File: src/tcs_divider.sv
// ---------------------------------------------------------------------------
// tcs_divider
// restoring divider, one quotient bit per cycle
// ---------------------------------------------------------------------------
module tcs_divider #(
   parameter int W = 20
) (
   input  logic         clock,
   input  logic         reset,
   input  logic         go,
   input  logic [W-1:0] num,
   input  logic [W-1:0] den,
   output logic         done,
   output logic [W-1:0] quo
);
   localparam int CW = $clog2(W + 1);

   logic [W-1:0]  rem_ff, rem_in, quo_ff, quo_in, den_ff, den_in;
   logic [CW-1:0] cnt_ff, cnt_in;
   logic          run_ff, run_in, done_ff, done_in;
   logic [W:0]    trial;

   always_comb begin
      rem_in = rem_ff; quo_in = quo_ff; den_in = den_ff;
      cnt_in = cnt_ff; run_in = run_ff; done_in = 1'b0;
      trial = {rem_ff, quo_ff[W-1]} - {1'b0, den_ff};
      if (go) begin
         rem_in = '0; quo_in = num; den_in = den;
         cnt_in = CW'(W); run_in = 1'b1;
      end else if (run_ff) begin
         if (!trial[W]) begin
            rem_in = trial[W-1:0];
            quo_in = {quo_ff[W-2:0], 1'b1};
         end else begin
            rem_in = {rem_ff[W-2:0], quo_ff[W-1]};
            quo_in = {quo_ff[W-2:0], 1'b0};
         end
         cnt_in = cnt_ff - 1'b1;
         if (cnt_ff == CW'(1)) begin
            run_in = 1'b0; done_in = 1'b1;
         end
      end
   end

   always_ff @(posedge clock) begin
      if (reset) begin
         run_ff <= 1'b0; done_ff <= 1'b0; cnt_ff <= '0;
      end else begin
         run_ff <= run_in; done_ff <= done_in; cnt_ff <= cnt_in;
      end
      rem_ff <= rem_in; quo_ff <= quo_in; den_ff <= den_in;
   end

   assign done = done_ff;
   assign quo  = quo_ff;
endmodule

File: config.mk
export PLATFORM = sky130hd
export DESIGN_NAME = tcs_divider
export DESIGN_NICKNAME = d
export VERILOG_FILES = /design/src/tcs_divider.sv
export SDC_FILE = /design/constraint.sdc
export NUM_CORES = 1
export LEC_CHECK = 0
export ABC_AREA = 1
export BUFFER_PORTS_ARGS = -buffer_cell sky130_fd_sc_hd__clkbuf_2
export CAP_MARGIN = 25
export CORE_MARGIN = 2
export CORE_UTILIZATION = 25
export CTS_BUF_LIST = sky130_fd_sc_hd__clkbuf_4
export DETAILED_ROUTE_END_ITERATION = 8
export GPL_ROUTABILITY_DRIVEN = 0
export PLACE_DENSITY_LB_ADDON = 0.08
export SLEW_MARGIN = 20
export SYNTH_ARGS = -nofsm -noshare
export SYNTH_HDL_FRONTEND = slang
export SYNTH_SLANG_ARGS = --single-unit
File: constraint.sdc
create_clock -name clock -period 2.1 [get_ports clock]
set_input_delay 0.42 -clock clock [delete_from_list [all_inputs] [get_ports clock]]
set_output_delay 0.42 -clock clock [all_outputs]
set_load 0.005 [all_outputs]
==> qor.csv <==
metric,value,unit
status,completed,
regArea,1740,um2
top_usage_layer,met2,
drive_above_1_share,33.2,%
ant_nets,0,
diodes,0,
skew,0.0149,ns
ys_seq_elements,67,
rows,47,
post-synth-top-area-cell,edfxtp_1,
synth_fp_nets,645,
grt_pass1_vias,3848,
pwr-share-comb,17.0,%
drc,0,
cts_tree,done,
rsz0062_at_grt,yes,
antenna_found_initial,0,
dr_total_vias,3824,
post-route-min-period,2.06,ns
drt_iter0_markers,125,
synth_area,4240,um2
die_x,134,um
core_area,16600,um2
cp-end-kind,register,
vdd_drop_max,0.244,mV
startpoint_type,register,
cts.clk_slew.worst_paths,0.12,ns
wl,11.5,mm
dpl.hpwl,8.44,mm
power_density,539,nW/um2
grtUsageTotal,13.3,%
grt_max_degree,34,
initial_core_util,25.6,%
maxSlewViolCount,0,
filler_cell_count,1806,
dieArea,18000,um2
total_leakage_power,2.86,nW
hp-class,in2reg,
period_share,98.3,%
clock_latency,0.45,ns
final_area,5720,um2
yosysSeqAreaShare,41.0,%
viasPerCell,4.19,
cp_slowest_cell,edfxtp_1,
fin_ws,0.0366,ns
p_sw,870,uW
grt_pass1_wl,18.8,mm
slew_headroom,55.5,%
worstPathRequired,2.50,ns
worstMarginPinSlew,0.666,ns
io_buffers,63,
synth.distinct_cells,34,
final_common_cell,nand2_1,
met3_usage,3.97,%
die_h,134,um
htreeDepth,3,
drtPass1Iterations,4,
ys_warn_count,0,
crit_path_max_incr_delay,0.44,ns
multi_input_area,2430,um2
wl_per_cell,12.6,um
grtUsageMet2,21.5,%
intPower,2.21,mW
io_pins,64,
cts.root.buffer_cell,clkbuf_4,
clock_path_buffers,2,
crit_type,reg2reg,
dp_slack,-0.131,ns
fin_nets,753,
grt.met1_usage,17.0,%
drv_cap,0,
yosysTopAreaCellShare,28.3,%
p_clk_share,33.4,%
switching_share,28.2,%
hold_ws,0.137,ns
postSynthCellCount,579,
cp_cell_sequence,ha_4 -> fa_2 -> inv_2 -> nand3_2 -> nand3_4 -> nand2_4 -> nand4_1 -> nand2_8 -> clkbuf_16 -> nand2_2 -> nand3_1 -> nand2_1,
setup_viol,0,
syn_area_per_cell,7.33,um2
dpl_cell_area,5050,um2
seqPwrFrac,49.5,%
cts_sinks,67,
synth_area_leaders,"edfxtp_1, nand2_1, dfxtp_1",
cp.arrival,2.46,ns
hold_viol,0,
layout_common_cells,"nand2_1, inv_1, clkbuf_2",
syn2layout_area_growth,34.8,%
max_freq,485,MHz
overflow,0,
cts_buffers,9,
crit_path_max_fanout,5,
hold_buffers,0,
-- layout make-up --
class                      count  area share, %
multi-input combinational    401           42.4
sequential                    67           30.5
timing repair buffer         109           12.9
inverter                      99           6.50
tap                          220           4.81
clock inverter                 6           1.55
clock buffer                  10           1.31
-- final timing paths --
kind                                  from         end  slack [ns]  depth (start not counted)
worst min register to register  rem_ff[13]  rem_ff[13]        0.48                          2
worst max register to register   den_ff[0]   rem_ff[2]        0.04                         12
worst min-delay path                den[6]   den_ff[6]        0.14                          1
worst max-delay path             den_ff[0]   rem_ff[2]        0.04                         12
-- routing by layer --
metal / share of wire, % / wire (um) / vias up
met5: 0 / 0 / -
met4: 0.94 / 108 / 0
met3: 4.5 / 519 / 9
met2: 47 / 5400 / 76
met1: 48 / 5490 / 1720
li1: - / - / 2019
-- metrics by stage --
stage | util (%) | cells | power (mW) | setup TNS [ns]
2_1_floorplan | - | 579 | 1.81 | 0
3_3_place_gp | 30.4 | 885 | 2.02 | -0.714
3_5_place_dp | 30.4 | 885 | 2.02 | -1.68
4_1_cts | 31.6 | 902 | 3.09 | 0
5_1_grt | 34.5 | 912 | 3.27 | -1.06
6_report | 34.5 | 912 | 3.08 | 0
-- registers in the layout, indices dropped and copies added (netlist names) --
name	cells
rem_ff	20
run_ff	1
den_ff	20
done	1
quo	20
cnt_ff	5
-- kinds of logic (layout without fill, tap and decap cells) --
logic type | Yosys count | after routing | synth area share, %
compound gates | 30 | 30 | 4.07
flops | 67 | 67 | 41.0
xor+xnor | 10 | 10 | 2.06
simple gates | 338 | 338 | 35.1
buf+inv | 111 | 224 | 10.8
fa+ha+maj | 23 | 23 | 6.96
-- worst max-delay path, delay by kind of cell (launching register included) --
kind          cells  cell delay, ns
simple gates      8            0.71
buf+inv           2            0.25
fa+ha+maj         2            0.59
flops             1            0.44
-- synthesized netlist by cell type (all sizes together) --
master,count
nand2,241
inv,99
nand3,43
edfxtp,40
nor2,38
dfxtp,27
ha,22
a21oi,15
nor3,8
clkbuf,7
o21ai,7
xor2,6
buf,5
nand4,5
o21bai,4
xnor2,4
and2,2
a211oi,1
a31oi,1
fa,1
nand3b,1
o211ai,1
o31ai,1
-- repair_timing --
action | in CTS | in global routing
gates resized for setup | 7 | 83
pin swaps | 0 | 34
gates cloned | 0 | 2
endpoints found under the setup margin | 21 | 21
hold endpoints to repair | 0 | 0
buffers inserted | 1 | 8
-- power by group through the flow --
stage / sequential (mW) / combinational (mW) / clock [mW]
after global routing: 1.54 / 0.597 / 1.13
after detailed placement: 1.55 / 0.467 / 0
after CTS: 1.53 / 0.473 / 1.09
after global placement: 1.55 / 0.467 / 0
after floorplan: 1.55 / 0.255 / 0
final: 1.53 / 0.525 / 1.03
No activity file was read; power rests on OpenSTA's default activity.
